<file path="src/sv/pfb_pkg.sv">
// ----------------------------------------------------------------------------
// pfb_pkg
// Shared types and constants for the page framebuffer draw and flush core.
// ----------------------------------------------------------------------------
`default_nettype none

package pfb_pkg;

    localparam int DEF_PANEL_WIDTH  = 128;
    localparam int DEF_PANEL_HEIGHT = 64;

    typedef enum logic [1:0] {
        ACT_CLEAR = 2'd0,
        ACT_PIXEL = 2'd1,
        ACT_FILL  = 2'd2,
        ACT_FLUSH = 2'd3
    } action_t;

    typedef enum logic [2:0] {
        ST_CLEAR,
        ST_IDLE,
        ST_FILL_RD,
        ST_FILL_WR,
        ST_CMD,
        ST_DATA_RD,
        ST_DATA_CAP,
        ST_DATA_EMIT
    } state_t;

    localparam logic [7:0] CMD_PAGE_BASE = 8'hB0;
    localparam logic [7:0] CMD_COL_LOW   = 8'h00;
    localparam logic [7:0] CMD_COL_HIGH  = 8'h10;
    localparam logic [3:0] CMD_BYTES     = 4'd4;

    localparam logic REG_WRITE_RAM_CMD = 1'b0;

    typedef struct packed {
        logic        is_command;
        logic [3:0]  byte_count;
        logic [63:0] payload;
        logic        last;
    } out_item_t;

endpackage

`default_nettype wire

</file>
<file path="src/sv/pfb_out_reg.sv">
// ----------------------------------------------------------------------------
// pfb_out_reg
// Output register that holds one result item until the sink takes it.
// ----------------------------------------------------------------------------
`default_nettype none

module pfb_out_reg (
    input  wire logic                clk,
    input  wire logic                rst_n,
    input  wire logic                load,
    input  wire pfb_pkg::out_item_t  item,
    output logic                     free,
    output logic                     out_valid,
    input  wire logic                out_ready,
    output pfb_pkg::out_item_t       out_item
);
    import pfb_pkg::*;

    logic      valid_reg;
    logic      valid_next;
    out_item_t item_reg;

    assign free = !valid_reg || out_ready;

    always_comb
    begin
        if (load)
        begin
            valid_next = 1'b1;
        end
        else if (out_ready)
        begin
            valid_next = 1'b0;
        end
        else
        begin
            valid_next = valid_reg;
        end
    end

    always_ff @(posedge clk or negedge rst_n)
    begin
        if (!rst_n)
        begin
            valid_reg <= 1'b0;
        end
        else
        begin
            valid_reg <= valid_next;
        end
    end

    always_ff @(posedge clk)
    begin
        if (load)
        begin
            item_reg <= item;
        end
    end

    assign out_valid = valid_reg;
    assign out_item  = item_reg;

endmodule

`default_nettype wire

</file>
<file path="config.mk">
export PLATFORM = sky130hd
export DESIGN_NAME = pfb_out_reg
export DESIGN_NICKNAME = d
export VERILOG_FILES = /design/src/sv/pfb_pkg.sv /design/src/sv/pfb_out_reg.sv
export SDC_FILE = /design/constraint.sdc
export NUM_CORES = 1
export LEC_CHECK = 0
export BUFFER_PORTS_ARGS = -buffer_cell sky130_fd_sc_hd__buf_2
export CORE_UTILIZATION = 44
export CTS_CLUSTER_DIAMETER = 50
export CTS_CLUSTER_SIZE = 30
export DETAILED_ROUTE_END_ITERATION = 8
export GPL_ROUTABILITY_DRIVEN = 0
export PLACE_DENSITY = 0.84
export RECOVER_POWER = 50
export SYNTH_ARGS = -nofsm -noshare
export SYNTH_HDL_FRONTEND = slang
export SYNTH_SLANG_ARGS = --single-unit
</file>
<file path="constraint.sdc">
create_clock -name clk -period 1.1 [get_ports clk]
set_input_delay 0 -clock clk [delete_from_list [all_inputs] [get_ports clk]]
set_output_delay 0 -clock clk [all_outputs]
set_load 0.03 [all_outputs]
</file>
# ---- Word level (Yosys, flattened, before mapping)
# Cells that the tools add are included.
dict set report classes {
  add_sub_neg 0
  n_mul 0
  div 0
  order_cmp 0
  n_eq_ne 0
  n_shift 0
  mux 2
  bitwise 0
  n_reduce_logical 3
}
# operator count
set ops {}
lappend ops {{two-way mux 1 bit} 2}
lappend ops {{nonzero test 2 bit} 1}
lappend ops {{logical NOT 1 bit} 1}
lappend ops {{logical OR 1 bit} 1}
dict set report word_totals {
  register_bits 71
  latch_bits 0
  mem_bits_rw 0
  rom_bits 0
  inputBits 74
  out_inout_bits 72
  wordCells 10
  n_memories 0
}

# ---- Logic depth before layout (Yosys ltp)
dict set report logic_depth {
  depth_word 2
  depth_mapped 2
  ltp_nobuf 2
}

# ---- Worst setup path after synthesis
# No wires, ideal clock.
dict set report synth_path {
  path_type {register to register}
  from {reg, netlist name out_valid}
  to {reg valid_reg, in the netlist out_valid}
  setup_time_ps 121
  arrival_time_ps 731
  required_ps 979
  path_slack_ps 248
  path_stages_with_launch 3
  n_path_buf 0
  period_less_slack_ps 852
  path_cell_list {dfrtp_1 nand2b_4 nand2b_2}
}
# item line
set synth_lines {}
lappend synth_lines {{end signal, assigned} pfb_out_reg.sv:49} ;# valid_reg <= valid_next;
lappend synth_lines {{end, declared} pfb_out_reg.sv:19} ;# logic valid_reg;

# ---- Final worst setup path
dict set report layout_path {
  from {reg valid_reg, in the netlist out_valid}
  to {out free}
}
dict set report layout_between {
  elab_chain_len 2
}
# item line
set layout_rtl {}
lappend layout_rtl {{logical NOT 1 bit} pfb_out_reg.sv:23} ;# assign free = !valid_reg || out_ready;
lappend layout_rtl {{logical OR 1 bit} pfb_out_reg.sv:23}
lappend layout_rtl {{end, declared} pfb_out_reg.sv:12} ;# output logic free,
# No other way between the ends.

==> run_results.csv <==
group,metric,value,unit
floorplanning,die_w,71.90,µm
yosys,synth-compound-area-share,0,%
critical_path,crit_type,"reg -> out",
yosys,syn-num-nets,147,
yosys,synth_flop_cell,"edfxtp_1",
clock_tree,h-tree-depth,3,
critical_path,crit_buf_inv,1,
layout,layout-drive-gt1-share,51.47,%
power,p_leak,1.661,nW
routing,routed_via_density,4.401,
critical_path,cp_slowest_cell,"dfrtp_1",
yosys,synth_cells,73,
global_route,top_usage_layer,"met2",
layout,fin_nets,377,
yosys,yosys_warnings,0,
sta,slew_headroom,38.44,%
power,total_power,5.995,mW
floorplanning,die_area,5169,µm²
floorplanning,core-area,4723,µm²
yosys,yosys.area_share.adder,0,%
sta,fin_crit_sh,93.32,%
clock_tree,cts_tree,"built",
yosys,synth_edf_count,70,
hold_path,hold_class,"in -> reg",
global_route,antenna_found_initial,0,
routing,drtIter0Drc,66,
layout,diodes,0,
yosys,yosys.area_share.simple,1.048,%
global_route,grt_pass1_wl,8.997,mm
clock_tree,post_cts_resized,0,
clock_tree,cts_root_buf,"clkbuf_8",
global_route,met1_usage,24.41,%
yosys,yosys.area.top_type,"edfxtp_1",
floorplanning,die_h,71.90,µm
critical_path,critPathArrivalTime,1.03,ns
clock_tree,cts.sinks,71,
sta,finalHoldViolations,0,
sta,max_freq,974.2,MHz
yosys,synthXorXnorAreaFrac,0,%
yosys,syn_area,2150,µm²
yosys,synth_most_common_cell,"edfxtp_1",
sta,drv_slew,0,
global_route,overflow,0,
yosys,synth_common_cells,"70 x edfxtp_1, 1 x dfrtp_1, 1 x nand2b_2, 1 x nand2b_4",
power,ir_worst_vdd,1045,µV
sta,skew,0,ns
placed_design,portBuffers,145,
global_route,globalRouteMet2Util,45.60,%
power,pwr_density_cell,1559,nW/µm²
global_route,met3_usage,9.722,%
clock_tree,cts.hold.buffers_added,73,
global_route,grt_usage,25.40,%
yosys,synth_seq_cells,71,
routing,drc,0,
clock_tree,cts_buffers,9,
yosys,synth_area_leaders,"edfxtp_1 98%, dfrtp_1 1.2%, nand2b_4 0.64%",
yosys,avgSynthCellArea,29.45,µm²
floorplanning,rows,25,
layout,syn2layout_area_growth,78.87,%
layout,fillCellCount,248,
yosys,synth_top_family_by_area,"simple AND/OR/NAND/NOR gates",
routing,ant_nets,0,
sta,fin_setup_tns,0,ns
critical_path,critPathRequiredTime,1.10,ns
critical_path,critPathLaunchType,"register",
routing,wl,6.330,mm
yosys,yosysTopAreaCellShare,97.79,%
yosys,synthArstFlopShare,1.408,%
global_route,grt_max_degree,72,
clock_tree,insertion_delay,0.33,ns
sta,tightest_slew,0.9234,ns
routing,routedWlPerCell,16.93,µm
sta,setup_violations,0,
global_route,first_global_vias,1825,
status,outcome,"finished clean",
critical_path,critPathTopFamily,"flip-flops",
yosys,synth_cell_types,4,
floorplanning,initial_core_util,45.51,%
clock_tree,path_clk_slew,0.07,ns
clock_tree,cts.path.max_buffers,2,
sta,layout_min_cycle_time,1.027,ns
critical_path,crit_chain,"nand2b_4 > buf_2",
yosys,muxShareOfSynthArea,0,%
critical_path,crit_path_end_kind,"output pin",
critical_path,worst-path-max-fanout,2,
sta,rsz0062_at_grt,"false",
flow_run,maxCapViolCount,0,
floorplanning,ios,146,
yosys,synth-seq-area-share,98.95,%
routing,dr.pass1.iters,4,
routing,vias,1646,
clock_tree,post_cts_buffers,0,
critical_path,max_stage_delay,0.41,ns
-- worst paths after layout --
check	end	depth (start not counted)	slack, ns	start
setup / recovery	free	2	0.07	out_valid$_DFFE_PN0P_
setup reg to reg	out_valid$_DFFE_PN0P_	2	0.43	out_valid$_DFFE_PN0P_
min in group asynchronous	out_valid$_DFFE_PN0P_	3	0.56	rst_n
hold / removal	out_item[10]$_DFFE_PP_	2	0.38	item[10]
max in group asynchronous	out_valid$_DFFE_PN0P_	3	0.43	rst_n
hold reg to reg	out_valid$_DFFE_PN0P_	2	0.56	out_valid$_DFFE_PN0P_
-- placed cells by master (no fill, tap or decap), drive strengths merged --
master,Yosys,layout
buf,0,145
dlygate4sd3,0,73
edfxtp,70,70
clkbuf,0,14
nand2b,2,2
clkinv,0,2
dfrtp,1,1
-- state kept, by name, indices dropped and copies added (netlist names) --
register and cells:
out_item 70, out_valid 1
-- layer usage --
layer / vias to the layer above / routed length [µm]
met3: 25 / 524
met2: 107 / 3442
met4: 0 / 277
li1: 753 / -
met5: - / 0
met1: 761 / 2086
-- metrics by stage --
step | instance area (µm²) | utilization, % | setup WS, ns | hold slack [ns] | instances
floorplan | 2150 | - | 0.2480 | -0.2956 | 73
detailed placement | 2979 | 63.07 | 0.3049 | -0.2238 | 286
finish | 3845 | 81.40 | 0.07348 | 0.3750 | 374
global route | 3845 | 81.40 | 0.03956 | 0.3737 | 374
global placement | 2979 | 63.07 | 0.3278 | -0.2247 | 286
CTS | 3857 | 81.67 | 0.06507 | 0.2108 | 374
-- logic make-up (layout without fill, tap and decap cells) --
group / Yosys count / after routing
flip-flops: 71 / 71
AND/OR/NAND/NOR: 2 / 2
buffers and inverters: 0 / 234
-- final cells by class --
type                       instances  area [µm²]  area share (%)
multi-input combinational          2       22.52          0.5857
clock inverter                     2       8.758          0.2278
clock buffer                      13       138.9           3.612
sequential                        71        2127           55.32
timing repair buffer             219        1464           38.07
tap                               67       83.83           2.180
-- report_power, final --
part | switching [mW] | total [mW] | internal [mW] | leakage (nW)
Combinational | 0.650 | 1.05 | 0.404 | 0.890
Clock | 0.867 | 1.67 | 0.799 | 0.0749
Sequential | 0.0629 | 3.27 | 3.21 | 0.696
Total | 1.58 | 5.99 | 4.42 | 1.66
No activity file was read; power rests on OpenSTA's default activity.
