## src/sv/pfb_pkg.sv

```systemverilog
// ----------------------------------------------------------------------------
// pfb_pkg
// Shared types and constants for the page framebuffer draw and flush core.
// ----------------------------------------------------------------------------
`default_nettype none

package pfb_pkg;

    localparam int DEF_PANEL_WIDTH  = 128;
    localparam int DEF_PANEL_HEIGHT = 64;

    typedef enum logic [1:0] {
        ACT_CLEAR = 2'd0,
        ACT_PIXEL = 2'd1,
        ACT_FILL  = 2'd2,
        ACT_FLUSH = 2'd3
    } action_t;

    typedef enum logic [2:0] {
        ST_CLEAR,
        ST_IDLE,
        ST_FILL_RD,
        ST_FILL_WR,
        ST_CMD,
        ST_DATA_RD,
        ST_DATA_CAP,
        ST_DATA_EMIT
    } state_t;

    localparam logic [7:0] CMD_PAGE_BASE = 8'hB0;
    localparam logic [7:0] CMD_COL_LOW   = 8'h00;
    localparam logic [7:0] CMD_COL_HIGH  = 8'h10;
    localparam logic [3:0] CMD_BYTES     = 4'd4;

    localparam logic REG_WRITE_RAM_CMD = 1'b0;

    typedef struct packed {
        logic        is_command;
        logic [3:0]  byte_count;
        logic [63:0] payload;
        logic        last;
    } out_item_t;

endpackage

`default_nettype wire

```

## src/sv/pfb_ctrl.sv

```systemverilog
// ----------------------------------------------------------------------------
// pfb_ctrl
// Sequencer: clearing sweeps, read-modify-write of pixel bytes, page flushes.
// ----------------------------------------------------------------------------
`default_nettype none

module pfb_ctrl #(
    parameter int PANEL_WIDTH  = pfb_pkg::DEF_PANEL_WIDTH,
    parameter int PANEL_HEIGHT = pfb_pkg::DEF_PANEL_HEIGHT,
    localparam int PAGE_COUNT  = (PANEL_HEIGHT + 7) / 8,
    localparam int STORE_BYTES = PANEL_WIDTH * PAGE_COUNT,
    localparam int AW          = $clog2(STORE_BYTES)
) (
    input  wire logic                clk,
    input  wire logic                rst_n,
    input  wire logic                in_valid,
    output logic                     in_ready,
    input  wire logic [1:0]          action,
    input  wire logic [7:0]          x,
    input  wire logic [7:0]          y,
    input  wire logic [7:0]          rect_width,
    input  wire logic [7:0]          rect_height,
    input  wire logic                color,
    input  wire logic [2:0]          page,
    input  wire logic [7:0]          write_ram_cmd,
    output logic                     mem_rd_en,
    output logic [AW-1:0]            mem_rd_addr,
    input  wire logic [7:0]          mem_rdata,
    output logic                     mem_wr_en,
    output logic [AW-1:0]            mem_wr_addr,
    output logic [7:0]               mem_wdata,
    input  wire logic                out_free,
    output logic                     out_load,
    output pfb_pkg::out_item_t       out_item
);
    import pfb_pkg::*;

    localparam int COL_W = $clog2(PANEL_WIDTH + 1);
    localparam int PG_W  = $clog2(PAGE_COUNT + 1);
    localparam logic [8:0] WIDTH_9  = 9'(PANEL_WIDTH);
    localparam logic [8:0] HEIGHT_9 = 9'(PANEL_HEIGHT);
    localparam logic [5:0] PAGES_6  = 6'(PAGE_COUNT);

    state_t            state_reg, state_next;
    logic [AW-1:0]     clr_reg, clr_next;
    logic [COL_W-1:0]  col_reg, col_next;
    logic [COL_W-1:0]  col_last_reg, col_last_next;
    logic [PG_W-1:0]   pg_reg, pg_next;
    logic [PG_W-1:0]   pg_first_reg, pg_first_next;
    logic [PG_W-1:0]   pg_last_reg, pg_last_next;
    logic [2:0]        lo_bit_reg, lo_bit_next;
    logic [2:0]        hi_bit_reg, hi_bit_next;
    logic              color_reg, color_next;
    logic [3:0]        cnt_reg, cnt_next;
    logic [63:0]       word_reg, word_next;

    logic [8:0]        w_eff, h_eff;
    logic [8:0]        xe_sum, ye_sum, xe, ye;
    logic [8:0]        col_end, row_end;
    logic              area_ok;
    logic [AW:0]       addr_sum;
    logic [AW-1:0]     addr_calc;
    logic [2:0]        lo, hi;
    logic [7:0]        mask;
    logic              word_done;
    logic              flush_last;

    always_comb
    begin
        w_eff   = (action_t'(action) == ACT_PIXEL) ? 9'd1 : {1'b0, rect_width};
        h_eff   = (action_t'(action) == ACT_PIXEL) ? 9'd1 : {1'b0, rect_height};
        xe_sum  = {1'b0, x} + w_eff;
        ye_sum  = {1'b0, y} + h_eff;
        xe      = (xe_sum > WIDTH_9) ? WIDTH_9 : xe_sum;
        ye      = (ye_sum > HEIGHT_9) ? HEIGHT_9 : ye_sum;
        col_end = xe - 9'd1;
        row_end = ye - 9'd1;
        area_ok = ({1'b0, x} < xe) && ({1'b0, y} < ye);

        addr_sum  = (AW + 1)'(pg_reg) * (AW + 1)'(PANEL_WIDTH) + (AW + 1)'(col_reg);
        addr_calc = addr_sum[AW-1:0];

        lo   = (pg_reg == pg_first_reg) ? lo_bit_reg : 3'd0;
        hi   = (pg_reg == pg_last_reg) ? hi_bit_reg : 3'd7;
        mask = (8'hFF << lo) & (8'hFF >> (3'd7 - hi));

        word_done  = (cnt_reg[2:0] == 3'd7) || (col_reg == COL_W'(PANEL_WIDTH - 1));
        flush_last = (col_reg == COL_W'(PANEL_WIDTH));
    end

    always_comb
    begin
        state_next    = state_reg;
        clr_next      = clr_reg;
        col_next      = col_reg;
        col_last_next = col_last_reg;
        pg_next       = pg_reg;
        pg_first_next = pg_first_reg;
        pg_last_next  = pg_last_reg;
        lo_bit_next   = lo_bit_reg;
        hi_bit_next   = hi_bit_reg;
        color_next    = color_reg;
        cnt_next      = cnt_reg;
        word_next     = word_reg;

        in_ready    = 1'b0;
        mem_rd_en   = 1'b0;
        mem_rd_addr = addr_calc;
        mem_wr_en   = 1'b0;
        mem_wr_addr = addr_calc;
        mem_wdata   = color_reg ? (mem_rdata | mask) : (mem_rdata & ~mask);
        out_load    = 1'b0;
        out_item    = '{is_command: 1'b0, byte_count: cnt_reg, payload: word_reg,
                        last: flush_last};

        unique case (state_reg)
            ST_CLEAR:
            begin
                mem_wr_en   = 1'b1;
                mem_wr_addr = clr_reg;
                mem_wdata   = 8'h00;
                if (clr_reg == AW'(STORE_BYTES - 1))
                begin
                    clr_next   = '0;
                    state_next = ST_IDLE;
                end
                else
                begin
                    clr_next = clr_reg + AW'(1);
                end
            end

            ST_IDLE:
            begin
                in_ready = 1'b1;
                if (in_valid)
                begin
                    unique case (action_t'(action))
                        ACT_CLEAR:
                        begin
                            clr_next   = '0;
                            state_next = ST_CLEAR;
                        end
                        ACT_PIXEL, ACT_FILL:
                        begin
                            col_next      = COL_W'(x);
                            col_last_next = COL_W'(col_end);
                            pg_next       = PG_W'(y >> 3);
                            pg_first_next = PG_W'(y >> 3);
                            pg_last_next  = PG_W'(row_end >> 3);
                            lo_bit_next   = y[2:0];
                            hi_bit_next   = row_end[2:0];
                            color_next    = color;
                            if (area_ok)
                            begin
                                state_next = ST_FILL_RD;
                            end
                        end
                        ACT_FLUSH:
                        begin
                            pg_next = PG_W'(page);
                            if ({3'b000, page} < PAGES_6)
                            begin
                                state_next = ST_CMD;
                            end
                        end
                    endcase
                end
            end

            ST_FILL_RD:
            begin
                mem_rd_en  = 1'b1;
                state_next = ST_FILL_WR;
            end

            ST_FILL_WR:
            begin
                mem_wr_en  = 1'b1;
                state_next = ST_FILL_RD;
                if (pg_reg == pg_last_reg)
                begin
                    pg_next = pg_first_reg;
                    if (col_reg == col_last_reg)
                    begin
                        state_next = ST_IDLE;
                    end
                    else
                    begin
                        col_next = col_reg + COL_W'(1);
                    end
                end
                else
                begin
                    pg_next = pg_reg + PG_W'(1);
                end
            end

            ST_CMD:
            begin
                out_item = '{is_command: 1'b1, byte_count: CMD_BYTES,
                             payload: {32'h0, write_ram_cmd, CMD_COL_HIGH, CMD_COL_LOW,
                                       CMD_PAGE_BASE | 8'(pg_reg)},
                             last: 1'b0};
                if (out_free)
                begin
                    out_load   = 1'b1;
                    col_next   = '0;
                    cnt_next   = '0;
                    word_next  = '0;
                    state_next = ST_DATA_RD;
                end
            end

            ST_DATA_RD:
            begin
                mem_rd_en  = 1'b1;
                state_next = ST_DATA_CAP;
            end

            ST_DATA_CAP:
            begin
                word_next[{cnt_reg[2:0], 3'b000} +: 8] = mem_rdata;
                cnt_next   = cnt_reg + 4'd1;
                col_next   = col_reg + COL_W'(1);
                state_next = word_done ? ST_DATA_EMIT : ST_DATA_RD;
            end

            ST_DATA_EMIT:
            begin
                if (out_free)
                begin
                    out_load   = 1'b1;
                    cnt_next   = '0;
                    word_next  = '0;
                    state_next = flush_last ? ST_IDLE : ST_DATA_RD;
                end
            end
        endcase
    end

    always_ff @(posedge clk or negedge rst_n)
    begin
        if (!rst_n)
        begin
            state_reg <= ST_CLEAR;
            clr_reg   <= '0;
        end
        else
        begin
            state_reg <= state_next;
            clr_reg   <= clr_next;
        end
    end

    always_ff @(posedge clk)
    begin
        col_reg      <= col_next;
        col_last_reg <= col_last_next;
        pg_reg       <= pg_next;
        pg_first_reg <= pg_first_next;
        pg_last_reg  <= pg_last_next;
        lo_bit_reg   <= lo_bit_next;
        hi_bit_reg   <= hi_bit_next;
        color_reg    <= color_next;
        cnt_reg      <= cnt_next;
        word_reg     <= word_next;
    end

endmodule

`default_nettype wire

```

## config.mk

```make
export PLATFORM = sky130hd
export DESIGN_NAME = pfb_ctrl
export DESIGN_NICKNAME = d
export VERILOG_FILES = /design/src/sv/pfb_pkg.sv /design/src/sv/pfb_ctrl.sv
export SDC_FILE = /design/constraint.sdc
export NUM_CORES = 1
export LEC_CHECK = 0
export ABC_AREA = 1
export BUFFER_PORTS_ARGS = -buffer_cell sky130_fd_sc_hd__buf_2
export CAP_MARGIN = 10
export CELL_PAD_IN_SITES_DETAIL_PLACEMENT = 1
export CELL_PAD_IN_SITES_GLOBAL_PLACEMENT = 1
export CORE_MARGIN = 2
export CORE_UTILIZATION = 41
export DETAILED_ROUTE_END_ITERATION = 10
export MAX_ROUTING_LAYER = met4
export PLACE_DENSITY = 0.86
export SLEW_MARGIN = 20
export SYNTH_ARGS = -nofsm -noshare
export SYNTH_HDL_FRONTEND = slang
export SYNTH_SLANG_ARGS = --single-unit
```

## constraint.sdc

```tcl
create_clock -name clk -period 8.6 [get_ports clk]
set_clock_uncertainty 0.1 [all_clocks]
set_input_delay 0 -clock clk [delete_from_list [all_inputs] [get_ports clk]]
set_output_delay 0 -clock clk [all_outputs]
set_load 0.03 [all_outputs]
```

### Word-level counts from Yosys, hierarchy flattened

Index checks and enable logic that the tools add are counted.

| word-level totals | value |
|---|---|
| flip-flop bits (word level) | 116 |

| operators by class | value |
|---|---|
| $add $sub $neg | 11 |
| magnitude comparators | 4 |
| eq/ne operators | 28 |
| shift operators | 4 |
| multiplexer cells | 45 |
| bitwise gates (word level) | 4 |
| reductions and logical operators | 18 |

Operators by type and width:

| cell | count |
|---|---|
| 64-bit one-hot mux with 2 select lines | 1 |
| 8-bit two-way mux | 9 |
| 70-bit two-way mux | 1 |
| 64-bit bitwise mux | 1 |
| 64-bit two-way mux | 1 |
| 8-bit by 8-bit variable shift with 64-bit output (first input constant) | 1 |
| 8-bit by 8-bit variable part select with 64-bit output | 1 |
| 10-bit two-way mux | 4 |
| 8-bit one-hot mux with 4 select lines | 1 |
| 3-bit two-way mux | 8 |
| 3-bit one-hot mux with 8 select lines | 1 |
| 4-bit one-hot mux with 2 select lines | 3 |
| 10-bit one-hot mux with 2 select lines | 1 |
| 8-bit by 8-bit adder with 9-bit output | 2 |
| 8-bit by 9-bit < comparator with 1-bit output | 2 |
| 9-bit two-way mux | 2 |
| 8-bit bitwise AND | 2 |
| 3-bit equality test (second input constant) | 5 |
| 4-bit two-way mux | 3 |
| 2-bit inequality test (second input constant) | 6 |
| 10-bit by 1-bit adder with 10-bit output (second input constant) | 1 |
| 10-bit by 8-bit adder with 10-bit output | 1 |
| 10-bit equality test (second input constant) | 1 |
| 9-bit by 7-bit greater-than comparator with 1-bit output (second input constant) | 1 |
| other kinds (36) | 55 |

### Longest topological paths before layout

| depth | value |
|---|---|
| depth in word-level cells | 11 |
| gate-level depth with buffers | 27 |
| gate-level depth less buffers | 27 |

### Worst setup path after synthesis

No wires, ideal clock.

| path | value |
|---|---|
| kind | register to register |
| start point | register state_reg[1] |
| end point | register cnt_reg[0] (enable) |
| arrival | 5.833 ns |
| setup slack | 2.079 ns |
| cell stages (with the launch flop) | 7 |
| period minus slack after synthesis | 6.521 ns |
| path through | dfrtp_1 inv_1 nor2_1 nor2_1 inv_1 clkbuf_1 o21ai_0 |

| on the way | value |
|---|---|
| longest elaborated chain between the ends | 4 |
| elaborated cells on any way between the ends | 7 |
| those cells by class | eq/ne (4); reduce/logical (3) |

Ends and longest elaborated chain:

| element | line | source |
|---|---|---|
| start, declared | pfb_ctrl.sv:44 | `state_t state_reg, state_next;` |
| start signal, assigned | pfb_ctrl.sv:251 | `state_reg <= state_next;` |
| 3-bit equality test | pfb_ctrl.sv:116 | `unique case (state_reg)` |
| 2-bit OR reduction (no line) | - |  |
| 2-bit by 1-bit inequality test with 1-bit output (no line) / 2-bit nonzero test (equally long branches) | - |  |
| 2-bit AND reduction (no line) (*) | - |  |
| end signal, assigned | pfb_ctrl.sv:266 | `cnt_reg <= cnt_next;` |
| end, declared | pfb_ctrl.sv:54 | `logic [3:0] cnt_reg, cnt_next;` |

Mark *: on every way between the ends. The rest lies on a longest branch, timed or not.
A chain may end at the register's enable or synchronous reset.

### Final worst setup path

| path | value |
|---|---|
| start point | input action[1] |
| end point | register state_reg[0] |

| on the way | value |
|---|---|
| longest elaborated chain between the ends | 9 |
| elaborated cells on any way between the ends | 21 |
| those cells by class | add/sub (2); order compare (4); eq/ne (4); mux (7); reduce/logical (4) |

Ends and longest elaborated chain:

| element | line | source |
|---|---|---|
| start, declared | pfb_ctrl.sv:18 | `input wire logic [1:0] action,` |
| 2-bit by 1-bit equality test with 1-bit output | pfb_ctrl.sv:70, pfb_ctrl.sv:71, pfb_ctrl.sv:138 |  |
| 8-bit two-way mux, on equally long branches | pfb_ctrl.sv:70, pfb_ctrl.sv:71 |  |
| 8-bit by 8-bit adder with 9-bit output, on equally long branches | pfb_ctrl.sv:72, pfb_ctrl.sv:73 |  |
| 9-bit by 8-bit greater-than comparator with 1-bit output / 9-bit by 7-bit greater-than comparator with 1-bit output (equally long branches) | pfb_ctrl.sv:74, pfb_ctrl.sv:75 |  |
| 9-bit two-way mux, on equally long branches | pfb_ctrl.sv:74, pfb_ctrl.sv:75 |  |
| 8-bit by 9-bit < comparator with 1-bit output | pfb_ctrl.sv:78 | `area_ok = ({1'b0, x} < xe) && ({1'b0, y} < ye);` |
| 1-bit logical AND | pfb_ctrl.sv:78 |  |
| 3-bit inequality test (no line) | - |  |
| 5-bit AND reduction (no line) | - |  |

Parallel ways exist; a longest one is shown, timed or not. The select of a mux whose other input is x is not followed.

==> run_results.csv <==
group,metric,value,unit
drt,avgViaCountPerCell,5.35,
floorplan,die_y,147,um
floorplan,ios,160,
timing,timing.final.crit_period,3800,ps
floorplan,die_area,21700,um2
timing,fmax,263,MHz
clock_network,numCtsBuffers,17,
clock_network,cts.repair.resized,0,
critical_path,slowest_delay,530,ps
timing,hold_viol_final,0,
critical_path,critPathBufInv,4,
placed_design,place.detailed.hpwl,19800,um
yosys,syn_inst,1096,
grt,track_usage,26.9,%
clock_network,clk_pin_slew,50,ps
critical_path,crit_cells,28,
yosys,synth-edff-count,103,
clock_network,holdBufCountCts,29,
critical_path,endpoint_kind,"flip-flop",
grt,first_global_vias,8628,
critical_path,cp_top_family,"simple AND/OR/NAND/NOR gates",
yosys,synth_xor_area_share,3.03,%
yosys,ys_seq_area_share,40.6,%
yosys,async_flop_share,11.2,%
clock_network,post-cts-setup-buffer-count,0,
finish,design_area,10300,um2
power_and_ir_drop,seqPwrFrac,28.5,%
drt,drtIter0Drc,532,
yosys,yosysUniqueCellTypes,50,
yosys,synth_top_area_share,36.8,%
critical_path,crit_path_start_kind,"input pin",
yosys,yosys.area.top_type,"edfxtp_1",
yosys,ys.flop_type,"edfxtp_1",
finish,nets,1374,
power_and_ir_drop,total_power,3.14,mW
timing,finalSetupTns,0,ps
yosys,synthSimpleGateAreaFrac,23.5,%
grt,antenna_found_initial,1,
yosys,synth-adder-area-share,7.61,%
yosys,synth-compound-area-share,14.4,%
placed_design,port_buffers,159,
power_and_ir_drop,p_leak,4.95,nW
floorplan,num_rows,52,
clock_network,cts_tree,"yes",
grt,grt_start_max_net_pins,69,
critical_path,cp.required,8810,ps
clock_network,clk_latency,430,ps
drt,wire_per_inst,17.8,um
timing,whs,30.8,ps
drt,detail_route.drc_violations,0,
yosys,ys_warn_count,0,
placed_design,place_area,9410,um2
finish,fillers,2553,
critical_path,crit_type,"in -> reg",
power_and_ir_drop,sw_frac_of_total,46.6,%
critical_path,worst-path-max-fanout,15,
grt,grt_overflow,0,
placed_design,gp_congestion,0.878,
yosys,synth_top_family_by_area,"simple AND/OR/NAND/NOR gates",
power_and_ir_drop,powerDensity,305,nW/um2
timing,fin_ws,4800,ps
drt,dr.pass1.iters,5,
outcome,status,"finished, final reports clean",
grt,grt_pass1_wl,44800,um
timing,slew_headroom,29.3,%
drt,routed_wl,27600,um
yosys,ys_ff_latch,116,
yosys,synth_area_leaders,"edfxtp_1 37%, inv_1 8.1%, nand2_1 7.6%",
floorplan,coreArea,20200,um2
timing,period_share,44.2,%
power_and_ir_drop,clockPowerShare,23.4,%
finish,ff_latch_area,3420,um2
drt,ant_nets,0,
finish,synthToLayoutAreaGrowth,22.5,%
yosys,syn_nets,1204,
critical_path,critPathArrivalTime,4010,ps
yosys,muxShareOfSynthArea,0.134,%
timing,slew_viol_final,0,
clock_network,root_buffer,"clkbuf_16",
critical_path,cp_slowest_cell,"ha_1",
finish,drive_gt1_share,18.7,%
floorplan,fp.dieW,147,um
finish,multiInputGateArea,4120,um2
floorplan,start_util,41.7,%
clock_network,cts_buffer_depth,2,
drt,vias,8290,
yosys,syn-mean-instance-area,7.68,um2
min_path,worstHoldPathType,"in -> reg",
critical_path,cp_common_cell,"nand2_1",
yosys,syn_area,8420,um2
power_and_ir_drop,combPwrFrac,48.1,%
placed_design,place_ws,4330,ps
run,cap_violations,0,
critical_path,rr_worst_depth,8,
timing,rsz0062_at_grt,"false",
finish,largest_reg_flops,64,
power_and_ir_drop,p_sw,1.46,mW
power_and_ir_drop,ir_drop,0.156,mV
power_and_ir_drop,p_int,1.68,mW
clock_network,htreeDepth,4,
min_path,holdPathStages,3,
clock_network,clock-sinks,116,
timing,worst_slew_pin_slew,1050,ps
timing,final-setup-viol-count,0,
## cell usage in the layout, fill, tap and decap left out, types with 6 or more instances in the layout
master | synthesis | layout
dlygate4sd3_1 | 0 | 29
xor2_1 | 14 | 14
or2_2 | 10 | 10
inv_2 | 6 | 6
inv_1 | 181 | 181
nand4_1 | 10 | 10
clkbuf_16 | 0 | 17
dfrtp_1 | 13 | 13
nand3_1 | 47 | 47
a21oi_1 | 85 | 85
nor3_1 | 28 | 28
edfxtp_1 | 103 | 103
nor2_1 | 152 | 151
nand2_2 | 9 | 9
buf_2 | 5 | 159
xnor2_1 | 12 | 12
nand2_1 | 171 | 171
o21ai_0 | 104 | 103
ha_1 | 48 | 48
a211oi_1 | 6 | 6
o21a_1 | 6 | 6
## final timing paths
check                      startpoint           end  slack (ps)
setup / recovery            action[1]  state_reg[0]        4800
hold / removal                   x[1]    col_reg[1]          30
setup reg to reg           cnt_reg[0]  word_reg[29]        4860
hold reg to reg            clr_reg[0]    clr_reg[0]         440
max in group asynchronous       rst_n  state_reg[2]        7430
min in group asynchronous       rst_n    clr_reg[2]         560
## stage by stage
stage                     instances  util [%]
after global routing           1550      51.1
after floorplan                1096         -
after detailed placement       1488      46.6
final                          1550      51.1
after CTS                      1549      51.1
after global placement         1488      46.6
## layout make-up
class,instances,area share [%]
clock inverter,14,1.72
multi-input combinational,750,39.9
clock buffer,18,4.16
timing repair buffer,192,10.8
tap,270,3.28
antenna,1,0.0243
sequential,116,33.2
inverter,189,6.90
## cell usage after synthesis, types with 5 or more instances
master	instances
o21ai_0	104
a21oi_1	85
nand2_1	171
a211oi_1	6
edfxtp_1	103
nand3_1	47
nand2_2	9
or2_2	10
inv_1	181
ha_1	48
inv_2	6
nand4_1	10
xor2_1	14
nor2_1	152
xnor2_1	12
buf_4	7
buf_2	5
nor3_1	28
clkbuf_1	27
dfrtp_1	13
o21a_1	6
## worst min-delay path: stages
cell and delay [ps]:
buf_2 110, inv_1 90, o21ai_0 220
## power by group through the flow
| stage | Clock, mW | Sequential, mW | Combinational (mW) |
|---|---|---|---|
| final | 0.734 | 0.896 | 1.51 |
| after global routing | 0.761 | 0.910 | 1.65 |
| after CTS | 0.736 | 0.895 | 1.50 |
| after detailed placement | 0 | 0.902 | 1.47 |
| after global placement | 0 | 0.897 | 1.42 |
| after floorplan | 0 | 0.877 | 1.09 |
## per-layer routing
layer / vias to the layer above / part of all wire (%) / track usage (%)
met2: 255 / 50 / 45.0
met1: 4007 / 41 / 31.1
met3: 91 / 4.7 / 5.22
met5: - / 0 / -
met4: 0 / 4.3 / 12.9
li1: 3937 / - / -
## cell families after synthesis
logic type	count (synthesis)
xor gates and xnor gates	27
and+or+nand+nor	448
buffers and inverters	230
AOI/OAI and AO/OA	223
DFF	116
adders and majority gates	50
other	1
muxes	1
Note: power is estimated with default switching activity, not from simulation.
