==> config.mk <==
export PLATFORM = sky130hd
export DESIGN_NAME = pfb_regs
export DESIGN_NICKNAME = d
export VERILOG_FILES = /design/src/sv/pfb_pkg.sv /design/src/sv/pfb_regs.sv
export SDC_FILE = /design/constraint.sdc
export NUM_CORES = 1
export LEC_CHECK = 0
export BUFFER_PORTS_ARGS = -buffer_cell sky130_fd_sc_hd__buf_2
export CORE_UTILIZATION = 31
export CTS_BUF_LIST = sky130_fd_sc_hd__clkbuf_8
export DETAILED_ROUTE_END_ITERATION = 12
export PLACE_DENSITY = 0.86
export SLEW_MARGIN = 20
export SYNTH_ARGS = -nofsm -noshare
export SYNTH_HDL_FRONTEND = slang
export SYNTH_SLANG_ARGS = --single-unit
==> constraint.sdc <==
create_clock -name clk -period 0.9 [get_ports clk]
set_input_delay 0.09 -clock clk [delete_from_list [all_inputs] [get_ports clk]]
set_output_delay 0.09 -clock clk [all_outputs]
set_load 0.05 [all_outputs]
==> src/sv/pfb_pkg.sv <==
// ----------------------------------------------------------------------------
// pfb_pkg
// Shared types and constants for the page framebuffer draw and flush core.
// ----------------------------------------------------------------------------
`default_nettype none

package pfb_pkg;

    localparam int DEF_PANEL_WIDTH  = 128;
    localparam int DEF_PANEL_HEIGHT = 64;

    typedef enum logic [1:0] {
        ACT_CLEAR = 2'd0,
        ACT_PIXEL = 2'd1,
        ACT_FILL  = 2'd2,
        ACT_FLUSH = 2'd3
    } action_t;

    typedef enum logic [2:0] {
        ST_CLEAR,
        ST_IDLE,
        ST_FILL_RD,
        ST_FILL_WR,
        ST_CMD,
        ST_DATA_RD,
        ST_DATA_CAP,
        ST_DATA_EMIT
    } state_t;

    localparam logic [7:0] CMD_PAGE_BASE = 8'hB0;
    localparam logic [7:0] CMD_COL_LOW   = 8'h00;
    localparam logic [7:0] CMD_COL_HIGH  = 8'h10;
    localparam logic [3:0] CMD_BYTES     = 4'd4;

    localparam logic REG_WRITE_RAM_CMD = 1'b0;

    typedef struct packed {
        logic        is_command;
        logic [3:0]  byte_count;
        logic [63:0] payload;
        logic        last;
    } out_item_t;

endpackage

`default_nettype wire

==> src/sv/pfb_regs.sv <==
// ----------------------------------------------------------------------------
// pfb_regs
// APB-style configuration register holding the write-RAM command byte.
// ----------------------------------------------------------------------------
`default_nettype none

module pfb_regs (
    input  wire logic        clk,
    input  wire logic        rst_n,
    input  wire logic        psel,
    input  wire logic        penable,
    input  wire logic        pwrite,
    input  wire logic [2:0]  paddr,
    input  wire logic [31:0] pwdata,
    output logic [31:0]      prdata,
    output logic             pready,
    output logic [7:0]       write_ram_cmd
);
    import pfb_pkg::*;

    logic [7:0] cmd_reg;
    logic [7:0] cmd_next;
    logic       wr_hit;

    assign pready = 1'b1;
    assign wr_hit = psel && penable && pwrite && pready && (paddr[2] == REG_WRITE_RAM_CMD);

    always_comb
    begin
        cmd_next = wr_hit ? pwdata[7:0] : cmd_reg;
    end

    always_ff @(posedge clk or negedge rst_n)
    begin
        if (!rst_n)
        begin
            cmd_reg <= 8'h00;
        end
        else
        begin
            cmd_reg <= cmd_next;
        end
    end

    assign prdata        = (paddr[2] == REG_WRITE_RAM_CMD) ? {24'h000000, cmd_reg} : 32'h0;
    assign write_ram_cmd = cmd_reg;

endmodule

`default_nettype wire

* After elaboration in Yosys (flattened, before gate mapping)
Cells that the tools add are included.
** Word-level totals
- Register bits after elaboration :: 8
- Output and inout bits :: 41
- Logic and storage cells :: 6
** Cells by class
- Mux-type cells :: 1
- Bitwise operators :: 1
- Reductions and logical operators :: 3
** Operators with widths (count)
- $mux W8 :: 1
- $logic_and A1 B1 Y1 :: 3
- $not A1 Y1 :: 1

* Depth between registers and ports, before layout
Gate-level depths: netlist of run 1.
- Depth after elaboration :: 3
- Depth in mapped cells :: 2

* Worst setup path after synthesis of run 1
Ideal clock, no wire load.
- Path type :: reg-to-output
- Start point :: register cmd_reg[0], in the netlist write_ram_cmd[0]
- End point :: output port prdata[0]
- Data arrival time :: 996 ps
- Required time :: 810 ps
- Path slack :: -186 ps
- Cell stages (with the launch flop) :: 2
- Path buffers :: 0
- Cells stage by stage :: dfrtp_1 and2b_2
** On the way
- Longest elaborated chain between the ends :: 1
** Ends and longest elaborated chain
- start: declaration :: line pfb_regs.sv:21 : logic [7:0] cmd_reg;
- start signal: assignment :: line pfb_regs.sv:41 : cmd_reg <= cmd_next;
- $mux W8 :: line pfb_regs.sv:45 : assign prdata = (paddr[2] == REG_WRITE_RAM_CMD) ? {24'h000000, cmd_reg} : 32'h0;
- end: declaration :: line pfb_regs.sv:15 : output logic [31:0] prdata,
No other way between the ends.

* Final worst setup path of run 1
- Start point :: register cmd_reg[5], in the netlist write_ram_cmd[5]
- End point :: output port prdata[5]
Same word-level chain as after synthesis.

==> flow_metrics.env, run 1 <==
export IMPL_total_leakage_power_nw=0.447
export IMPL_die_h_um=45.2
export IMPL_n_antenna_cell=0
export IMPL_ios=81
export IMPL_power_mw=2.14
export IMPL_p_clk_frac=0.195
export IMPL_synth_top_area_frac=0.346
export IMPL_gp_congestion=0.629
export IMPL_cp_top_family="flip-flops"
export IMPL_end_kind="primary output"
export IMPL_h_tree_depth=1
export IMPL_skew_ns=0
export IMPL_start_util=0.332
export IMPL_timing_fmax_mhz=970
export IMPL_arrival_ns=0.94
export IMPL_routedWlPerCell_um=9.54
export IMPL_grt_pass1_wl_um=1430
export IMPL_synth_area_leader_cell="dfrtp_1"
export IMPL_grtUsageTotal=0.106
export IMPL_cts_made_buffers=3
export IMPL_met3_usage=0.0480
export IMPL_period_needed_ns=1.03
export IMPL_cts_sinks=8
export IMPL_firstDrtPassIters=1
export IMPL_cp_max_fo=3
export IMPL_violations="negative setup slack"
export IMPL_synth_most_common_cell="buf_4"
export IMPL_vias_per_cell=3.70
export IMPL_critPathRequiredTime_ns=0.81
export IMPL_cts_root_buffer="clkbuf_8"
export IMPL_finalMaxSlewViolations=0
export IMPL_min_period_over_period=1.14
export IMPL_worst_slack_ns=-0.130
export IMPL_rows=15
export IMPL_cp_cell_sequence="and2b_4, buf_6"
export IMPL_cts_tree="yes"
export IMPL_clk_latency_ns=0.22
export IMPL_die_area_um2=2050
export IMPL_ant_nets=0
export IMPL_grt_pass1_vias=330
export IMPL_setup_viol=12
export IMPL_ir_worst_vdd_v=0.000900
export IMPL_start_kind="flop"
export IMPL_grt_start_max_net_pins=9
export IMPL_ys_top_cells_by_count="buf_4, and2b_2, dfrtp_1, mux2_2, conb_1"
export IMPL_vias=414
export IMPL_synthesis_area_um2=579
export IMPL_p_switching_mw=1.00
export IMPL_met2_usage=0.214
export IMPL_syn2layout_area_growth_pct=44.5
export IMPL_grt_setup_unrepaired="true"
export IMPL_finalHoldViolations=0
export IMPL_clk_pin_slew_ns=0.04
export IMPL_place_area_um2=689
export IMPL_die_w_um=45.2
export IMPL_synth_area_top_cells="dfrtp_1, buf_4, mux2_2"
export IMPL_ys_flop_type="dfrtp_1"
export IMPL_seqPwrFrac=0.241
export IMPL_drcViolationCount=0
export IMPL_internal_power_mw=1.13
export IMPL_async_reset_ff_frac=1.00
export IMPL_final_nets=129
export IMPL_wl_um=1070
export IMPL_synth_seq_cells=8
export IMPL_largest_register_ffs=8
export IMPL_combinationalPowerShare=0.564
export IMPL_avgSynthCellArea_um2=11.1
export IMPL_cpMaxStageDelayCell="dfrtp_2"
export IMPL_hold_path_class="primary input to flop"
export IMPL_hpwl_um=821
export IMPL_core_um2=1750
export IMPL_antenna_found_initial=0
export IMPL_seq_area_frac_synth=0.346
export IMPL_yosysWarningCount=0
export IMPL_fin_tns_setup_ns=-1.08
export IMPL_grt_ovfl_total=0
export IMPL_synth_distinct_cells=6
export IMPL_max_cap_violations=0
export IMPL_drt_iter0_markers=0
export IMPL_crit_buf_inv=1
export IMPL_portBuffers=29
export IMPL_drive_above_1_share=0.701
export IMPL_syn_inst=52
export IMPL_final_util=0.480
export IMPL_final_area_um2=837
export IMPL_status="finished with violations"
export IMPL_fin_hold_ws_ns=0.0991
export IMPL_power_density_nw_per_um2=2550
export IMPL_crit_type="flop to primary output"
export IMPL_p_sw_frac=0.469
export IMPL_use_met1=0.0931
export IMPL_busiest_layer="met2"
export IMPL_slowest_delay_ns=0.41
export IMPL_synth_edff_count=0
export IMPL_clk_path_buf_depth=2
[placed cells by master (no fill, tap or decap), types with 3 or more instances in the layout]
cell type and instances:
and2b_4 8, buf_2 13, buf_4 10, buf_6 10, clkbuf_8 3, conb_1 25
dfrtp_2 8, mux2_2 7
[worst paths after layout]
check | start | endpoint | slack, ns | cells past startpoint
setup / recovery | write_ram_cmd[5] | prdata[5] | -0.13 | 2
hold / removal | pwdata[4] | write_ram_cmd[4] | 0.1 | 2
setup reg to reg | write_ram_cmd[1] | write_ram_cmd[1] | 0.01 | 2
hold reg to reg | write_ram_cmd[4] | write_ram_cmd[4] | 0.52 | 1
max in group asynchronous | rst_n | write_ram_cmd[1] | 0.45 | 2
min in group asynchronous | rst_n | write_ram_cmd[4] | 0.26 | 2
[per-layer routing]
layer | up-vias | wire (µm)
met5 | - | 0
met4 | 0 | 0
met3 | 0 | 74
met2 | 30 | 639
met1 | 196 | 354
li1 | 188 | -
[cell type report]
cell class,instances,area (µm²)
Sequential cell,8,210
Timing Repair Buffer,34,263
Multi-Input combinational cell,42,292
Fill cell,169,908
Tap cell,25,31.3
Clock buffer,3,41.3
[power groups by stage]
stage | combinational [mW] | clock (mW) | sequential, mW
final | 1.21 | 0.418 | 0.514
after detailed placement | 1.03 | 0 | 0.514
after floorplan | 0.643 | 0 | 0.799
after CTS | 1.14 | 0.435 | 0.512
after global placement | 1.02 | 0 | 0.510
after global routing | 1.24 | 0.480 | 0.525
[through the flow]
stage,cells,setup WS (ns)
after floorplan,75,-0.0105
after global placement,106,-0.00378
after detailed placement,106,-0.0163
after CTS,110,-0.130
after global routing,112,-0.156
final,112,-0.130
[worst reg2reg max path, delay by kind of cell, from the launching register on]
kind	cells	cell delay (ns)
mux	1	0.25
flops	1	0.40
buf+inv	1	0.13
[repair_timing]
item	CTS	global route
hold buffers	1	0
gates cloned	0	0
setup endpoints to repair	16	16
endpoints found under the hold margin	8	0
pin swaps	0	0
resized for setup	21	9
setup buffers	0	2
[logic make-up after synthesis]
group,count (synthesis),share of synthesized area
other,2,0.0130
buffers and inverters,25,0.324
and+or+nand+nor,9,0.162
DFF,8,0.346
muxes,8,0.156
Power figures use the tool's default switching activity.
==> inputs of run 2 (changes only) <==
==> constraint.sdc (replaced) <==
create_clock -name clk -period 0.95 [get_ports clk]
set_input_delay 0.095 -clock clk [delete_from_list [all_inputs] [get_ports clk]]
set_output_delay 0.095 -clock clk [all_outputs]
set_load 0.05 [all_outputs]
==> flow_metrics.env, run 2 (synthesis gave the netlist of run 1 again) <==
export IMPL_worstRegToRegCells=1
export IMPL_end_kind="primary output"
export IMPL_hpwl_um=804
export IMPL_startpoint="write_ram_cmd[4]"
export IMPL_final_area_um2=793
export IMPL_total_leakage_power_nw=0.432
export IMPL_p_switching_mw=0.929
export IMPL_status="finished with violations"
export IMPL_grt_ovfl_total=0
export IMPL_portBuffers=29
export IMPL_finalMaxSlewViolations=0
export IMPL_grt_pass1_wl_um=1480
export IMPL_arrival_ns=0.97
export IMPL_syn2layout_area_growth_pct=36.9
export IMPL_finalHoldViolations=0
export IMPL_vias_per_cell=3.55
export IMPL_h_tree_depth=1
export IMPL_combinationalPowerShare=0.543
export IMPL_skew_ns=0
export IMPL_mostFrequentLayoutCells="conb_1, buf_2"
export IMPL_antenna_found_initial=0
export IMPL_use_met1=0.103
export IMPL_clk_latency_ns=0.22
export IMPL_max_cap_violations=0
export IMPL_period_needed_ns=1.06
export IMPL_timing_fmax_mhz=940
export IMPL_critPathRequiredTime_ns=0.85
export IMPL_post_cts_buffers=0
export IMPL_worst_slack_ns=-0.114
export IMPL_setup_viol=8
export IMPL_die_area_um2=2050
export IMPL_grt_setup_unrepaired="true"
export IMPL_met2_usage=0.188
export IMPL_rows=15
export IMPL_wl_um=973
export IMPL_cts_sinks=8
export IMPL_fin_hold_ws_ns=0.0992
export IMPL_grt_start_max_net_pins=9
export IMPL_ios=81
export IMPL_cts_tree="yes"
export IMPL_final_nets=127
export IMPL_seqPwrFrac=0.249
export IMPL_drcViolationCount=0
export IMPL_met3_usage=0.0440
export IMPL_p_clk_frac=0.208
export IMPL_vias=391
export IMPL_r2r_start="write_ram_cmd[1]"
export IMPL_grt_pass1_vias=355
export IMPL_fillers=178
export IMPL_layout_commonest_cell="conb_1"
export IMPL_p_sw_frac=0.485
export IMPL_cts_root_buffer="clkbuf_8"
export IMPL_internal_power_mw=0.988
export IMPL_die_w_um=45.2
export IMPL_n_antenna_cell=0
export IMPL_gp_congestion=0.654
export IMPL_busiest_layer="met2"
export IMPL_place_area_um2=679
export IMPL_min_from="pwdata[7]"
export IMPL_largest_register_ffs=8
export IMPL_clk_path_buf_depth=2
export IMPL_ant_nets=0
export IMPL_hold_path_class="primary input to flop"
export IMPL_clk_pin_slew_ns=0.04
export IMPL_start_kind="flop"
export IMPL_routedWlPerCell_um=8.85
export IMPL_firstDrtPassIters=1
export IMPL_crit_type="flop to primary output"
export IMPL_min_period_over_period=1.12
export IMPL_cp_max_fo=3
export IMPL_min_path_cells=2
export IMPL_grtUsageTotal=0.106
export IMPL_die_h_um=45.2
export IMPL_drive_above_1_share=0.694
export IMPL_ir_worst_vdd_v=0.000920
export IMPL_violations="negative setup slack"
export IMPL_core_um2=1750
export IMPL_power_density_nw_per_um2=2420
export IMPL_cts_made_buffers=3
export IMPL_start_util=0.332
export IMPL_drt_iter0_markers=0
-- run 2: critical path: stages, from the launching register on --
cell     delay [ns]
dfrtp_2        0.40
and2b_2        0.20
buf_6          0.15
-- run 2: stage by stage --
stage	worst slack (ns)	TNS (ns)	instances	util	power [mW]
after floorplan	0.00507	0	75	-	1.33
after CTS	-0.122	-0.926	110	0.447	1.91
after detailed placement	0.0156	0	106	0.389	1.43
final	-0.114	-0.857	110	0.454	1.92
after global placement	0.0465	0	106	0.389	1.42
after global routing	-0.144	-1.10	110	0.454	2.01
-- run 2: final cells by class --
type,count,area (µm²),area share
tap,25,31.3,0.0394
multi-input combinational,42,278,0.350
sequential,8,210,0.265
clock buffer,3,41.3,0.0521
timing repair buffer,32,233,0.293
-- run 2: worst paths after layout --
kind	end	slack (ns)
max in group asynchronous	write_ram_cmd[0]	0.51
setup / recovery	prdata[4]	-0.11
hold / removal	write_ram_cmd[7]	0.1
hold reg to reg	write_ram_cmd[7]	0.52
min in group asynchronous	write_ram_cmd[2]	0.25
setup reg to reg	write_ram_cmd[1]	0.17
-- run 2: what timing repair did --
action / in CTS / in global routing
gates resized for setup: 16 / 8
pin swaps: 0 / 0
setup endpoints to repair: 8 / 14
hold buffers: 1 / 0
endpoints found under the hold margin: 8 / 0
-- run 2: routing by layer --
metal,vias up,share of wire,routed length [µm]
met5,-,0,0
met4,0,0,0
met3,0,0.11,103
met2,34,0.54,526
met1,176,0.35,343
li1,181,-,-
-- run 2: power groups by stage --
stage | Sequential, mW | Combinational (mW) | Clock [mW]
finish | 0.477 | 1.04 | 0.399
global route | 0.487 | 1.08 | 0.440
floorplan | 0.751 | 0.580 | 0
detailed placement | 0.483 | 0.944 | 0
CTS | 0.479 | 1.02 | 0.415
global placement | 0.479 | 0.938 | 0
==> inputs of run 3 (changes only) <==
--- a/config.mk
+++ b/config.mk
@@ -5,12 +5,13 @@
 export SDC_FILE = /design/constraint.sdc
 export NUM_CORES = 1
 export LEC_CHECK = 0
+export ABC_AREA = 1
 export BUFFER_PORTS_ARGS = -buffer_cell sky130_fd_sc_hd__buf_2
-export CORE_UTILIZATION = 31
+export CORE_UTILIZATION = 32
 export CTS_BUF_LIST = sky130_fd_sc_hd__clkbuf_8
 export DETAILED_ROUTE_END_ITERATION = 12
 export PLACE_DENSITY = 0.86
-export SLEW_MARGIN = 20
+export SLEW_MARGIN = 0
 export SYNTH_ARGS = -nofsm -noshare
 export SYNTH_HDL_FRONTEND = slang
 export SYNTH_SLANG_ARGS = --single-unit
==> flow_metrics.env, run 3 <==
export IMPL_status="finished with violations"
export IMPL_violations="negative setup slack"
export IMPL_finalHoldViolations=0
export IMPL_critPathRequiredTime_ns=0.85
export IMPL_seq_area_frac_synth=0.329
export IMPL_synth_area_top_cells="dfrtp_1, buf_4, nand2_1"
export IMPL_syn2layout_area_growth_pct=48.3
export IMPL_layout_commonest_cell="conb_1"
export IMPL_vias=504
export IMPL_ys_top_cells_by_count="buf_4, nand2_1, inv_1"
export IMPL_use_met1=0.105
export IMPL_ios=81
export IMPL_place_area_um2=743
export IMPL_mostFrequentLayoutCells="conb_1, nand2_1, buf_2"
export IMPL_cts_tree="yes"
export IMPL_synth_most_common_cell="buf_4"
export IMPL_startpoint="write_ram_cmd[7]"
export IMPL_final_util=0.512
export IMPL_skew_ns=0
export IMPL_drt_iter0_markers=2
export IMPL_syn_inst=81
export IMPL_async_reset_ff_frac=1.00
export IMPL_max_cap_violations=0
export IMPL_hold_path_class="primary input to flop"
export IMPL_synth_area_leader_cell="dfrtp_1"
export IMPL_grtUsageTotal=0.107
export IMPL_synth_seq_cells=8
export IMPL_antenna_found_initial=0
export IMPL_drive_above_1_share=0.548
export IMPL_start_kind="flop"
export IMPL_grt_ovfl_total=0
export IMPL_final_area_um2=903
export IMPL_rows=15
export IMPL_reg2reg_slack_ns=0.08
export IMPL_total_leakage_power_nw=0.506
export IMPL_end_kind="primary output"
export IMPL_cts_root_buffer="clkbuf_8"
export IMPL_vias_per_cell=3.60
export IMPL_grt_start_max_net_pins=10
export IMPL_die_h_um=45.6
export IMPL_portBuffers=29
export IMPL_grt_setup_unrepaired="true"
export IMPL_clk_pin_slew_ns=0.04
export IMPL_core_um2=1760
export IMPL_routedWlPerCell_um=7.86
export IMPL_layout_cells_non_filler=140
export IMPL_setup_viol=9
export IMPL_n_antenna_cell=0
export IMPL_ir_worst_vdd_v=0.000864
export IMPL_die_area_um2=2080
export IMPL_final_nets=157
export IMPL_die_w_um=45.6
export IMPL_met3_usage=0.0437
export IMPL_synth_distinct_cells=11
export IMPL_ys_flop_type="dfrtp_1"
export IMPL_period_needed_ns=1.01
export IMPL_clk_latency_ns=0.23
export IMPL_ant_nets=0
export IMPL_cp_max_fo=3
export IMPL_arrival_ns=0.91
export IMPL_start_util=0.345
export IMPL_min_period_over_period=1.06
export IMPL_met2_usage=0.163
export IMPL_synth_top_area_frac=0.329
export IMPL_avgSynthCellArea_um2=7.52
export IMPL_timing_fmax_mhz=993
export IMPL_finalMaxSlewViolations=0
export IMPL_grt_pass1_vias=376
export IMPL_h_tree_depth=1
export IMPL_largest_register_ffs=8
export IMPL_power_density_nw_per_um2=2150
export IMPL_clk_path_buf_depth=2
export IMPL_gp_congestion=0.719
export IMPL_worst_slack_ns=-0.0571
export IMPL_worstRegToRegCells=4
export IMPL_busiest_layer="met2"
export IMPL_synthesis_area_um2=609
export IMPL_firstDrtPassIters=3
export IMPL_r2r_start="write_ram_cmd[7]"
export IMPL_grt_pass1_wl_um=1460
export IMPL_dp_cells=132
export IMPL_crit_path_end="prdata[7]"
export IMPL_hpwl_um=876
export IMPL_crit_type="flop to primary output"
export IMPL_wl_um=1100
export IMPL_yosysWarningCount=0
export IMPL_cts_made_buffers=3
export IMPL_reg2reg_to="write_ram_cmd[7]"
export IMPL_synth_edff_count=0
export IMPL_cts_sinks=8
export IMPL_drcViolationCount=0
==> run 3: cell type report <==
type / instances / area [µm²]
Inverter: 10 / 37.5
Multi-Input combinational cell: 60 / 319
Tap cell: 25 / 31.3
Fill cell: 175 / 861
Clock buffer: 3 / 41.3
Sequential cell: 8 / 210
Timing Repair Buffer: 34 / 264
==> run 3: repair_timing <==
action                                 4_1_cts  5_1_grt
setup endpoints to repair                   16       13
hold buffers                                 1        0
gates resized for setup                     19       11
setup buffers                                2        2
pin swaps                                    6        4
gates cloned                                 0        0
endpoints found under the hold margin        8        0
==> run 3: routing by layer <==
layer / share of wire / wire (µm) / up-vias
met2: 0.51 / 564 / 38
met4: 0.0082 / 9 / 0
met5: 0 / 0 / -
li1: - / - / 258
met1: 0.38 / 423 / 206
met3: 0.093 / 102 / 2
==> run 3: cell families (layout without fill, tap and decap cells) <==
| logic type | after synthesis | count (layout) | synth area share |
|---|---|---|---|
| buffers and inverters | 36 | 47 | 0.388 |
| and+or+nand+nor | 35 | 35 | 0.271 |
| DFF | 8 | 8 | 0.329 |
| other | 2 | 25 | 0.0123 |
==> run 3: how the worst min path moves through the flow <==
stage,from,cells after the start,end,slack [ns]
detailed placement,rst_n,1,write_ram_cmd[0],-0.06
finish,pwdata[5],3,write_ram_cmd[5],0.1
floorplan,rst_n,0,write_ram_cmd[0],-0.20
global route,pwdata[1],3,write_ram_cmd[1],0.11
global placement,rst_n,1,write_ram_cmd[0],-0.07
CTS,pwdata[5],3,write_ram_cmd[5],0.1
==> run 3: per-stage QoR <==
step | power, mW | hold WS [ns] | TNS, ns | setup slack, ns
finish | 1.95 | 0.100 | -0.378 | -0.0571
floorplan | 1.33 | -0.201 | -0.173 | -0.0217
global route | 2.03 | 0.114 | -0.606 | -0.0814
detailed placement | 1.40 | -0.0636 | 0 | 0.0283
global placement | 1.39 | -0.0670 | 0 | 0.0526
CTS | 1.90 | 0.0973 | -0.456 | -0.0516
==> run 3: critical path: stages, from the launching register on <==
cell and delay [ns]:
dfrtp_2 0.41, inv_2 0.07, nor2_4 0.04, buf_8 0.16
==> run 3: report_power, final <==
part	internal [mW]	total, mW	switching, mW	leakage, nW
Combinational	0.290	1.07	0.778	0.394
Clock	0.274	0.398	0.125	0.0216
Sequential	0.419	0.480	0.0604	0.0907
Total	0.983	1.95	0.963	0.506
